$ cat src/hdl/elu_pkg.sv
package elu_pkg;

  // sample and coefficient formats
  localparam int SAMPLE_W  = 16;
  localparam int ALPHA_W   = 15;
  localparam int FRAC_W    = 12;
  localparam int EXP_W     = 17;
  localparam int LOG2E_W   = 15;
  localparam int U_W       = 16;
  localparam int K_W       = U_W - FRAC_W;
  localparam int MAG_W     = 18;

  // fixed-point constants
  localparam logic [LOG2E_W-1:0] LOG2E_Q14   = 15'd23637;
  localparam logic [31:0]        LN2_Q32     = 32'd2977044472;
  localparam logic [EXP_W-1:0]   ONE_Q16     = 17'd65536;
  localparam logic [ALPHA_W-1:0] ALPHA_RESET = 15'd4096;

  // saturation bounds as magnitudes
  localparam logic [MAG_W-1:0] POS_LIMIT = MAG_W'((2 ** (SAMPLE_W - 1)) - 1);
  localparam logic [MAG_W-1:0] NEG_LIMIT = MAG_W'(2 ** (SAMPLE_W - 1));

  // request type codes
  localparam logic REQ_FWD = 1'b0;
  localparam logic REQ_BWD = 1'b1;

  typedef struct packed {
    logic                       req_type;
    logic signed [SAMPLE_W-1:0] x_value;
    logic signed [SAMPLE_W-1:0] err_value;
  } elu_in_t;

  typedef struct packed {
    logic signed [SAMPLE_W-1:0] y_value;
    logic                       saturated;
  } elu_out_t;

  // per-request side data carried along the pipe
  typedef struct packed {
    logic                       req_type;
    logic                       neg;
    logic signed [SAMPLE_W-1:0] pass_value;
  } elu_side_t;

  typedef struct packed {
    elu_side_t        side;
    logic [EXP_W-1:0] exp_q16;
  } elu_exp_t;

endpackage

$ cat src/hdl/elu_activation_unit.sv
// ELU activation unit, one signed Q4.12 sample per request.
// Request channel (req_valid / req_ready / req_data): req_type selects the
// forward activation or the derivative times error; x_value is the sample
// and err_value the error sample, which forward requests ignore.
// Result channel (res_valid / res_ready / res_data): y_value, saturated to
// 16 bits, and a flag that is set when clipping happened.
// cfg_we / cfg_wdata write the alpha gain (unsigned Q3.12); write it only
// while no request is in flight.
// Pipeline: seven register stages, the last of them the output register.
// Throughput: one request per cycle unless the receiver stalls. Each stage
// holds at most one multiply; the fraction table is read through a
// registered port in stage three.
// Reset clears all stage valid bits and sets alpha to 1.0; nothing else
// needs clearing, the table is constant.
// When the receiver stalls, the output register holds its result and each
// stage holds once its successor is full; empty stages keep filling, so
// req_ready stays high until the pipe is full.
module elu_activation_unit
  import elu_pkg::*;
#(
  parameter int EXP_TABLE_ENTRIES = 64
) (
  input  logic               clk,
  input  logic               rst,
  input  logic               req_valid,
  output logic               req_ready,
  input  elu_in_t            req_data,
  output logic               res_valid,
  input  logic               res_ready,
  output elu_out_t           res_data,
  input  logic               cfg_we,
  input  logic [ALPHA_W-1:0] cfg_wdata
);

  logic [ALPHA_W-1:0] alpha;
  logic               exp_valid;
  logic               exp_ready;
  elu_exp_t           exp_data;

  // alpha gain register
  always_ff @(posedge clk) begin
    if (rst) begin
      alpha <= ALPHA_RESET;
    end else if (cfg_we) begin
      alpha <= cfg_wdata;
    end
  end

  // exp approximation stages
  elu_exp_unit #(
    .EXP_TABLE_ENTRIES(EXP_TABLE_ENTRIES)
  ) u_exp (
    .clk       (clk),
    .rst       (rst),
    .req_valid (req_valid),
    .req_ready (req_ready),
    .req_data  (req_data),
    .exp_valid (exp_valid),
    .exp_ready (exp_ready),
    .exp_data  (exp_data)
  );

  // scaling, rounding and saturation stages
  elu_scale_unit u_scale (
    .clk       (clk),
    .rst       (rst),
    .alpha     (alpha),
    .exp_valid (exp_valid),
    .exp_ready (exp_ready),
    .exp_data  (exp_data),
    .res_valid (res_valid),
    .res_ready (res_ready),
    .res_data  (res_data)
  );

endmodule

$ cat src/hdl/elu_exp_unit.sv
module elu_exp_unit
  import elu_pkg::*;
#(
  parameter int EXP_TABLE_ENTRIES = 64
) (
  input  logic     clk,
  input  logic     rst,
  input  logic     req_valid,
  output logic     req_ready,
  input  elu_in_t  req_data,
  output logic     exp_valid,
  input  logic     exp_ready,
  output elu_exp_t exp_data
);

  localparam int IW = $clog2(EXP_TABLE_ENTRIES);
  localparam int AW = $clog2(EXP_TABLE_ENTRIES + 1);
  localparam int PW = FRAC_W + IW;
  localparam int UPW = SAMPLE_W + LOG2E_W;
  localparam int TW = EXP_W + FRAC_W;

  // one table entry, round(65536 * 2^(-i/N)) via a Q32 series
  function automatic logic [EXP_W-1:0] exp_entry(input int unsigned i);
    logic [63:0] a;
    logic [63:0] sum;
    logic [63:0] term;
    logic [63:0] prod;
    a    = (64'(i) * 64'(LN2_Q32)) / EXP_TABLE_ENTRIES;
    sum  = 64'd1 << 32;
    term = 64'd1 << 32;
    for (int n = 1; n <= 16; n++) begin
      prod = (term * a) >> 32;
      case (n)
        1:       term = prod;
        2:       term = prod / 2;
        3:       term = prod / 3;
        4:       term = prod / 4;
        5:       term = prod / 5;
        6:       term = prod / 6;
        7:       term = prod / 7;
        8:       term = prod / 8;
        9:       term = prod / 9;
        10:      term = prod / 10;
        11:      term = prod / 11;
        12:      term = prod / 12;
        13:      term = prod / 13;
        14:      term = prod / 14;
        15:      term = prod / 15;
        16:      term = prod / 16;
        default: term = prod;
      endcase
      if (n % 2 == 1) begin
        sum = sum - term;
      end else begin
        sum = sum + term;
      end
    end
    return EXP_W'((sum + 64'd32768) >> 16);
  endfunction

  // constant fraction table
  logic [EXP_W-1:0] exp_rom [EXP_TABLE_ENTRIES+1];

  for (genvar gi = 0; gi <= EXP_TABLE_ENTRIES; gi++) begin : g_rom
    assign exp_rom[gi] = exp_entry(gi);
  end

  // stage registers
  logic                v1, v2, v3, v4;
  elu_side_t           side1, side2, side3, side4;
  logic [U_W-1:0]      u1;
  logic [K_W-1:0]      k2, k3;
  logic [IW-1:0]       idx2;
  logic [FRAC_W-1:0]   r2, r3;
  logic [EXP_W-1:0]    hi3, lo3;
  logic [EXP_W-1:0]    ex4;
  logic                rdy1, rdy2, rdy3, rdy4;

  // stall chain: a stage loads when it is empty or its successor moves
  assign rdy4 = !v4 || exp_ready;
  assign rdy3 = !v3 || rdy4;
  assign rdy2 = !v2 || rdy3;
  assign rdy1 = !v1 || rdy2;
  assign req_ready = rdy1;

  // stage 1: negated sample (the magnitude of a negative one) times log2(e)
  logic [SAMPLE_W-1:0] abs_x;
  logic [UPW-1:0]      u_prod;
  elu_side_t           side0;

  assign abs_x  = SAMPLE_W'(~req_data.x_value) + SAMPLE_W'(1);
  assign u_prod = UPW'(abs_x) * UPW'(LOG2E_Q14) + UPW'(8192);
  assign side0.req_type   = req_data.req_type;
  assign side0.neg        = req_data.x_value[SAMPLE_W-1];
  assign side0.pass_value = (req_data.req_type == REQ_BWD) ? req_data.err_value
                                                           : req_data.x_value;

  always_ff @(posedge clk) begin
    if (rst) begin
      v1 <= 1'b0;
    end else if (rdy1) begin
      v1 <= req_valid;
    end
    if (rdy1) begin
      side1 <= side0;
      u1    <= U_W'(u_prod >> 14);
    end
  end

  // stage 2: split into shift and table position
  logic [PW-1:0] pos;

  assign pos = PW'(u1[FRAC_W-1:0]) * PW'(EXP_TABLE_ENTRIES);

  always_ff @(posedge clk) begin
    if (rst) begin
      v2 <= 1'b0;
    end else if (rdy2) begin
      v2 <= v1;
    end
    if (rdy2) begin
      side2 <= side1;
      k2    <= u1[U_W-1:FRAC_W];
      idx2  <= pos[PW-1:FRAC_W];
      r2    <= pos[FRAC_W-1:0];
    end
  end

  // stage 3: registered table read of both neighbors
  always_ff @(posedge clk) begin
    if (rst) begin
      v3 <= 1'b0;
    end else if (rdy3) begin
      v3 <= v2;
    end
    if (rdy3) begin
      side3 <= side2;
      k3    <= k2;
      r3    <= r2;
      hi3   <= exp_rom[AW'(idx2)];
      lo3   <= exp_rom[AW'(idx2) + AW'(1)];
    end
  end

  // stage 4: interpolate and apply the integer shift
  logic [EXP_W-1:0] diff;
  logic [TW-1:0]    step;
  logic [EXP_W-1:0] interp;

  assign diff   = (hi3 > lo3) ? (hi3 - lo3) : '0;
  assign step   = TW'(diff) * TW'(r3) + TW'(2048);
  assign interp = hi3 - EXP_W'(step >> FRAC_W);

  always_ff @(posedge clk) begin
    if (rst) begin
      v4 <= 1'b0;
    end else if (rdy4) begin
      v4 <= v3;
    end
    if (rdy4) begin
      side4 <= side3;
      ex4   <= interp >> k3;
    end
  end

  assign exp_valid        = v4;
  assign exp_data.side    = side4;
  assign exp_data.exp_q16 = ex4;

endmodule

$ cat src/hdl/elu_scale_unit.sv
module elu_scale_unit
  import elu_pkg::*;
(
  input  logic               clk,
  input  logic               rst,
  input  logic [ALPHA_W-1:0] alpha,
  input  logic               exp_valid,
  output logic               exp_ready,
  input  elu_exp_t           exp_data,
  output logic               res_valid,
  input  logic               res_ready,
  output elu_out_t           res_data
);

  localparam int PROD_W = ALPHA_W + EXP_W;
  localparam int BIG_W  = PROD_W + SAMPLE_W;

  logic                       v5, v6, v7;
  elu_side_t                  side5, side6;
  logic [PROD_W-1:0]          prod5;
  logic [MAG_W-1:0]           mag6;
  logic signed [SAMPLE_W-1:0] y7;
  logic                       sat7;
  logic                       rdy5, rdy6, rdy7;

  // stall chain
  assign rdy7 = !v7 || res_ready;
  assign rdy6 = !v6 || rdy7;
  assign rdy5 = !v5 || rdy6;
  assign exp_ready = rdy5;

  // stage 5: alpha times exp or one minus exp
  logic [EXP_W-1:0] factor;

  assign factor = (exp_data.side.req_type == REQ_BWD) ? exp_data.exp_q16
                                                       : (ONE_Q16 - exp_data.exp_q16);

  always_ff @(posedge clk) begin
    if (rst) begin
      v5 <= 1'b0;
    end else if (rdy5) begin
      v5 <= exp_valid;
    end
    if (rdy5) begin
      side5 <= exp_data.side;
      prod5 <= PROD_W'(alpha) * PROD_W'(factor);
    end
  end

  // stage 6: error scaling and rounding of the magnitude
  logic [SAMPLE_W-1:0] err_mag;
  logic [PROD_W:0]     fwd_sum;
  logic [BIG_W-1:0]    bwd_sum;
  logic [MAG_W-1:0]    mag;

  assign err_mag = side5.pass_value[SAMPLE_W-1] ?
                   (SAMPLE_W'(~side5.pass_value) + SAMPLE_W'(1)) :
                   SAMPLE_W'(side5.pass_value);
  assign fwd_sum = (PROD_W + 1)'(prod5) + (PROD_W + 1)'(32768);
  assign bwd_sum = BIG_W'(prod5) * BIG_W'(err_mag) + (BIG_W'(1) << 27);

  always_comb begin
    if (!side5.neg) begin
      mag = '0;
    end else if (side5.req_type == REQ_BWD) begin
      mag = MAG_W'(bwd_sum >> 28);
    end else begin
      mag = MAG_W'(fwd_sum >> 16);
    end
  end

  always_ff @(posedge clk) begin
    if (rst) begin
      v6 <= 1'b0;
    end else if (rdy6) begin
      v6 <= v5;
    end
    if (rdy6) begin
      side6 <= side5;
      mag6  <= mag;
    end
  end

  // stage 7: sign and saturation into the output register
  logic                       res_neg;
  logic signed [SAMPLE_W-1:0] y_next;
  logic                       sat_next;

  assign res_neg = (side6.req_type == REQ_FWD) || side6.pass_value[SAMPLE_W-1];

  always_comb begin
    y_next   = side6.pass_value;
    sat_next = 1'b0;
    if (side6.neg) begin
      if (res_neg) begin
        if (mag6 > NEG_LIMIT) begin
          y_next   = SAMPLE_W'(-NEG_LIMIT);
          sat_next = 1'b1;
        end else begin
          y_next = SAMPLE_W'(-mag6);
        end
      end else begin
        if (mag6 > POS_LIMIT) begin
          y_next   = SAMPLE_W'(POS_LIMIT);
          sat_next = 1'b1;
        end else begin
          y_next = SAMPLE_W'(mag6);
        end
      end
    end
  end

  always_ff @(posedge clk) begin
    if (rst) begin
      v7 <= 1'b0;
    end else if (rdy7) begin
      v7 <= v6;
    end
    if (rdy7) begin
      y7   <= y_next;
      sat7 <= sat_next;
    end
  end

  assign res_valid          = v7;
  assign res_data.y_value   = y7;
  assign res_data.saturated = sat7;

`ifndef SYNTHESIS
  // forward magnitude never exceeds the positive limit
  a_fwd_in_range: assert property (@(posedge clk) disable iff (rst)
    v6 && side6.req_type == REQ_FWD |-> mag6 <= POS_LIMIT)
    else $error("forward magnitude out of range");

  // a clipped result sits on one of the two bounds
  a_sat_bound: assert property (@(posedge clk) disable iff (rst)
    v7 && sat7 |-> (y7 == SAMPLE_W'(POS_LIMIT) || y7 == SAMPLE_W'(-NEG_LIMIT)))
    else $error("saturated result not on a bound");

  // exp approximation never exceeds one
  a_exp_le_one: assert property (@(posedge clk) disable iff (rst)
    exp_valid |-> exp_data.exp_q16 <= ONE_Q16)
    else $error("exp value above one");

  // the output register holds its result while the receiver stalls
  a_no_overwrite: assert property (@(posedge clk) disable iff (rst)
    v7 && !res_ready |=> v7 && $stable(y7) && $stable(sat7))
    else $error("output register overwritten while stalled");
`endif

endmodule
$ cat config.mk
export PLATFORM = sky130hd
export DESIGN_NAME = elu_activation_unit
export DESIGN_NICKNAME = d
export VERILOG_FILES = /design/src/hdl/elu_pkg.sv /design/src/hdl/elu_activation_unit.sv /design/src/hdl/elu_exp_unit.sv /design/src/hdl/elu_scale_unit.sv
export SDC_FILE = /design/constraint.sdc
export NUM_CORES = 2
export LEC_CHECK = 0
export ABC_AREA = 1
export BUFFER_PORTS_ARGS = -buffer_cell sky130_fd_sc_hd__buf_2
export CORE_MARGIN = 5
export CORE_UTILIZATION = 25
export DETAILED_ROUTE_END_ITERATION = 6
export PLACE_DENSITY = 0.4
export SYNTH_ARGS = -nofsm -noshare
export SYNTH_HDL_FRONTEND = slang
export SYNTH_SLANG_ARGS = --single-unit
$ cat constraint.sdc
create_clock -name clk -period 10.9 [get_ports clk]
set_clock_uncertainty 0.1 [all_clocks]
set_input_delay 1.635 -clock clk [delete_from_list [all_inputs] [get_ports clk]]
set_output_delay 1.635 -clock clk [all_outputs]
set_load 0.01 [all_outputs]
---- Word level (Yosys, flattened, before mapping) ----
Memories as Yosys holds them, arrays and structs flattened. A register that Yosys moved wholly into a read port is not among the register bits.
Index checks and enable logic that the tools add are counted.
cells by class
  order comparisons ....................... 3
  multiplexer cells ....................... 12
  multipliers ............................. 4
  reductions and logical operators ........ 16
  shift operators ......................... 1
  bitwise gates (word level) .............. 5
  add/subtract/negate cells ............... 11
operators with widths
  kind                    count
  $mux 16                 6
  $mux 17                 3
  $add 46x28->46 const B  1
  $mul 32x16->46          1
  $sub 17x17->17          2
  $add 32x16->33 const B  1
  $add 16x2->16 const B   2
  $mul 15x17->32          1
  $not 16->16             2
  $add 30x14->30 const B  1
  $mul 16x15->30 const B  1
  $add 29x12->29 const B  1
  $mul 17x6->23           1
  $gt 18x15->1 const B    1
  $gt 18x16->1 const B    1
  $gt 17x17->1            1
  $shr 17x4->17           1
  $sub 17x17->17 const A  1
  $neg 16->16             1
  $logic_or 1x1->1        8
  $not 6->8               1
  $not 7->8               1
  $add 6x1->7 const B     1
  $logic_not 1->1         7
  other kinds (3)         5
storage, ports and cells
  register bits after elaboration ......... 256
  bits in read-only memories .............. 4352
  bits of input ports ..................... 53
  memories ................................ 2
memory list
  memory           words  width  rd ports  clocked after memory_dff  wr ports  line                 source
  (no name shown)  128    17     1         1                         0         elu_exp_unit.sv:140  hi3 <= exp_rom[AW'(idx2)];
  (no name shown)  128    17     1         1                         0         elu_exp_unit.sv:141  lo3 <= exp_rom[AW'(idx2) + AW'(1)];

---- Depth between registers and ports, before layout ----
  depth after elaboration ................. 8
  gate-level depth with buffers ........... 53
  gate-level depth less buffers ........... 53

---- By module ----
From an unflattened synthesis, not the netlist that was laid out.
unflattened totals
  cell total of the unflattened synthesis .. 5918
  area total of the unflattened synthesis .. 48298.8 µm²
modules (own cells, without submodules)
  module               cells an instance  area each (µm²)  times used
  elu_scale_unit       3730               29891.2          1
  elu_exp_unit         2094               17775.8          1
  elu_activation_unit  94                 631.9            1

---- Worst setup path before layout ----
OpenSTA, ideal clock, no wires.
  kind .................................... in2out
  start ................................... input res_ready
  end ..................................... output req_ready
  arrival time ............................ 7.291 ns
  stages on the path ...................... 12
  setup slack ............................. 1.874 ns
  cell sequence ........................... nor2_1 > inv_1 > nor2_1 > inv_1 > nor2_1 > inv_1 > nor2_1 > inv_1 > nor2_1 > inv_1 > nor2_1 > nand2_1
on the way
  longest elaborated chain between the ends .. 7
ends and longest elaborated chain
  item              line                       source
  start, declared   elu_activation_unit.sv:29  input logic res_ready,
  $logic_or 1x1->1  elu_scale_unit.sv:27       assign rdy7 = !v7 || res_ready;
  net u_scale.rdy7  elu_scale_unit.sv:24       logic rdy5, rdy6, rdy7;
  $logic_or 1x1->1  elu_scale_unit.sv:28       assign rdy6 = !v6 || rdy7;
  net u_scale.rdy6  elu_scale_unit.sv:24
  $logic_or 1x1->1  elu_scale_unit.sv:29       assign rdy5 = !v5 || rdy6;
  net exp_ready     elu_activation_unit.sv:37  logic exp_ready;
  $logic_or 1x1->1  elu_exp_unit.sv:80         assign rdy4 = !v4 || exp_ready;
  net u_exp.rdy4    elu_exp_unit.sv:77         logic rdy1, rdy2, rdy3, rdy4;
  $logic_or 1x1->1  elu_exp_unit.sv:81         assign rdy3 = !v3 || rdy4;
  net u_exp.rdy3    elu_exp_unit.sv:77
  $logic_or 1x1->1  elu_exp_unit.sv:82         assign rdy2 = !v2 || rdy3;
  $logic_or 1x1->1  elu_exp_unit.sv:83         assign rdy1 = !v1 || rdy2;
  end, declared     elu_activation_unit.sv:26  output logic req_ready,
The timed path passes the listed nets, and every way through them passes these cells.

---- Final worst setup path ----
  start ................................... register u_exp.hi3[0]
  end ..................................... register u_exp.ex4[8] (data pin)
on the way
  longest elaborated chain between the ends .. 6
  elaborated cells on any way between the ends .. 7
  classes of those cells .................. 3 x add/sub; 1 x mul; 1 x order compare; 1 x shift; 1 x mux
ends and longest elaborated chain
  item                                            line                 source
  start, declared                                 elu_exp_unit.sv:75   logic [EXP_W-1:0] hi3, lo3;
  $sub 17x17->17 or $gt 17x17->1 (tied branches)  elu_exp_unit.sv:150  assign diff = (hi3 > lo3) ? (hi3 - lo3) : '0;
  $mux 17                                         elu_exp_unit.sv:150
  $mul 17x6->23                                   elu_exp_unit.sv:151  assign step = TW'(diff) * TW'(r3) + TW'(2048);
  $add 29x12->29                                  elu_exp_unit.sv:151
  $sub 17x17->17 *                                elu_exp_unit.sv:152  assign interp = hi3 - EXP_W'(step >> FRAC_W);
  $shr 17x4->17 *                                 elu_exp_unit.sv:162  ex4 <= interp >> k3;
  end signal, assigned                            elu_exp_unit.sv:162
  end, declared                                   elu_exp_unit.sv:76   logic [EXP_W-1:0] ex4;
Mark *: on every way between the ends. The rest lies on a longest branch, timed or not.
A chain may end at the register's enable or synchronous reset.

==> flow_summary_export.csv <==
group,metric,value,unit
logic_synthesis,seq_area_frac_synth,18.3,%
critical_path,path_class,"reg2reg",
clocking,clk_path_buf_depth,3,
timing,drv_slew,0,
logic_synthesis,synth_xor_area_share,2.62,%
clocking,clkSinkCount,290,
floorplan,initial_utilization,25.1,%
clocking,hold_buffers,0,
clocking,clock_latency,620,ps
logic_synthesis,ys_async_sr_fraction,0,%
floorplan,die-area,195000,um^2
timing,hold_ws,301,ps
clocking,cts_root_buffer,"clkbuf_16",
global_route,grt_max_degree,65,
routing,via_count,35997,
timing,finalHoldViolCount,0,
logic_synthesis,syn_nets,6730,
critical_path,worstSetupStartpointType,"register",
logic_synthesis,avgSynthCellArea,8.45,um^2
layout,area_growth,9.86,%
timing,finalSetupTns,0,ps
place,numPortBuffers,71,
timing,fmax,0.106,GHz
status,status,"completed",
clocking,clkTransAtPathRegs,70,ps
layout,nNetsFinal,6707,
routing,wl,149000,um
hold_path,hold_depth,0,
place,gp_congestion,0.882,
critical_path,slowest_delay,540,ps
logic_synthesis,post_synth_num_cell_types,64,
logic_synthesis,synth_top_area_share,31.9,%
logic_synthesis,synth_mux_area_share,0.132,%
clocking,cts_setup_buffers,0,
clocking,ctsResizeCount,0,
logic_synthesis,synthTopCellsByArea,"fa_1, edfxtp_1, ha_1",
critical_path,cp_data_arrival_time,9670,ps
logic_synthesis,yosys_warnings,0,
logic_synthesis,yosysMostFrequentCell,"inv_1",
critical_path,cp-end-kind,"register",
timing,fin_ws,1480,ps
logic_synthesis,synth_top_area_cell,"fa_1",
global_route,grt_pass1_wl,232000,um
clocking,cts-htree-levels,2,
critical_path,worstPathRequired,11150,ps
clocking,cts_tree,"yes",
routing,drt_iter0_drc,2252,
logic_synthesis,synth_edf_count,268,
routing,viasPerCell,4.51,
timing,rsz0062_at_grt,"no",
place,place_hpwl,122000,um
logic_synthesis,synthCells,5495,
critical_path,critPathMaxFanout,6,
critical_path,path_common_cell,"o21ai_0",
routing,ant_nets,0,
layout,finish.utilization,27.6,%
routing,drc,0,
timing,min_period,9420,ps
logic_synthesis,synth_fa_ha_area_share,43.8,%
logic_synthesis,synth_compound_area_share,7.78,%
timing,worst_slew_margin_rel,6.72,%
global_route,globalRouteOverflowTotal,0,
layout,drive_gt1_share,4.65,%
floorplan,fp.dieH,441,um
global_route,grt_usage,15.5,%
layout,fillers,20191,
critical_path,r2r_slack,1480,ps
logic_synthesis,synth-seq-cells,290,
critical_path,r2r_start,"u_exp.hi3[0]",
hold_path,worstHoldStart,"u_exp.exp_data[31]",
logic_synthesis,dominantRegCellSynth,"edfxtp_1",
clocking,cts_buffers,40,
floorplan,core_area,185000,um^2
hold_path,hold_end,"u_scale.side5[14]",
timing,final-setup-viol-count,0,
critical_path,cp_slowest_cell,"o311ai_0",
job,drv_cap,0,
place,dp_slack,1460,ps
routing,wl_per_cell,18.7,um
logic_synthesis,synth-simple-area-share,16.0,%
floorplan,io_pins,72,
critical_path,reg2reg_depth,43,
floorplan,fp-row-count,158,
routing,drtPass1Iterations,6,
logic_synthesis,synth_common_cells,"inv_1, nand2_1, fa_1, nor2_1, ha_1",
critical_path,timing.rr.end,"u_exp.ex4[8]",
logic_synthesis,synth_top_family_by_area,"adder cells",
global_route,antenna_found_initial,3,
hold_path,hp-class,"reg2reg",
timing,min_period_over_period,86.4,%
global_route,grt_pass1_vias,38043,
logic_synthesis,syn-cell-area,46500,um^2
floorplan,die_x,441,um
timing,tightest_slew,1400,ps
## stage by stage
stage	area (um^2)	cells
2_1_floorplan	46500	5495
3_3_place_gp	49700	7910
3_5_place_dp	49700	7910
4_1_cts	51000	7984
5_1_grt	51000	7984
6_report	51000	7985
## layout make-up
class | instances | area [um^2] | area share [%]
clock buffer | 45 | 1050 | 2.06
sequential | 290 | 8490 | 16.6
timing repair buffer | 126 | 781 | 1.53
inverter | 1209 | 4540 | 8.89
antenna | 1 | 2.50 | 0.00490
tap | 2480 | 3100 | 6.08
clock inverter | 29 | 318 | 0.623
multi-input combinational | 3805 | 32800 | 64.2
## worst max-delay path, delay by kind of cell (launching register included)
| family | cells | cell delay (ps) |
|---|---|---|
| AOI/OAI and AO/OA | 20 | 4100 |
| xor gates and xnor gates | 3 | 600 |
| adders and majority gates | 7 | 2840 |
| buffers and inverters | 5 | 410 |
| DFF | 1 | 360 |
| and+or+nand+nor | 8 | 730 |
## cell usage in the layout (no fill, tap or decap), types with 12 or more instances in the layout
cell and instances:
nand3_1 130, clkinv_1 15, inv_1 1192, o21ai_1 13
o31ai_1 12, nor2_1 545, o21ai_0 201, nor3_1 39
a31oi_1 21, or2_2 18, a21o_1 13, a21oi_1 276
dfxtp_1 22, buf_2 71, buf_4 54, o221ai_1 12
ha_1 441, nand4_1 25, o211ai_1 17, clkbuf_16 41
xor2_1 93, nand2_1 1029, nor4_1 13, fa_1 741
edfxtp_1 268, xnor2_1 39
## worst max path at each step
stage / slack, ps / to / cells after the start / startpoint
floorplan: 1870 / req_ready / 12 / res_ready
CTS: 1480 / u_exp.ex4[8] / 43 / u_exp.hi3[0]
finish: 1480 / u_exp.ex4[8] / 43 / u_exp.hi3[0]
global route: 440 / u_exp.ex4[8] / 43 / u_exp.hi3[0]
detailed placement: 1460 / u_exp.ex4[8] / 43 / u_exp.hi3[0]
global placement: 1480 / u_exp.ex4[8] / 48 / u_exp.hi3[0]
## cells by family after synthesis
kind of cell    Yosys count
fa+ha+maj              1182
compound gates          637
buf+inv                1400
mux                       6
simple gates           1842
flops                   290
xor+xnor                138
## flip-flops by register name (all words and copies together) (netlist names), 15 cells and up
signal and cells:
u_scale.prod5 32, u_scale.side6 18, u_exp.ex4 17, u_exp.u1 16, u_scale.y7 16, alpha 15
u_exp.exp_data 18, u_exp.hi3 17, u_exp.side3 18, u_exp.side2 18, u_exp.lo3 17, u_exp.side1 18
u_scale.side5 18, u_scale.mag6 18
## layer usage
metal	wire length [um]	track usage, %	vias up
met5	0	0	-
met2	74400	27.3	702
met1	66500	20.6	18225
li1	-	-	16918
met3	5140	1.34	152
met4	3180	3.42	0
Power is left out: the tool's default activity adds up to more than one toggle a clock period on the data nets, which glitch-free logic cannot reach.
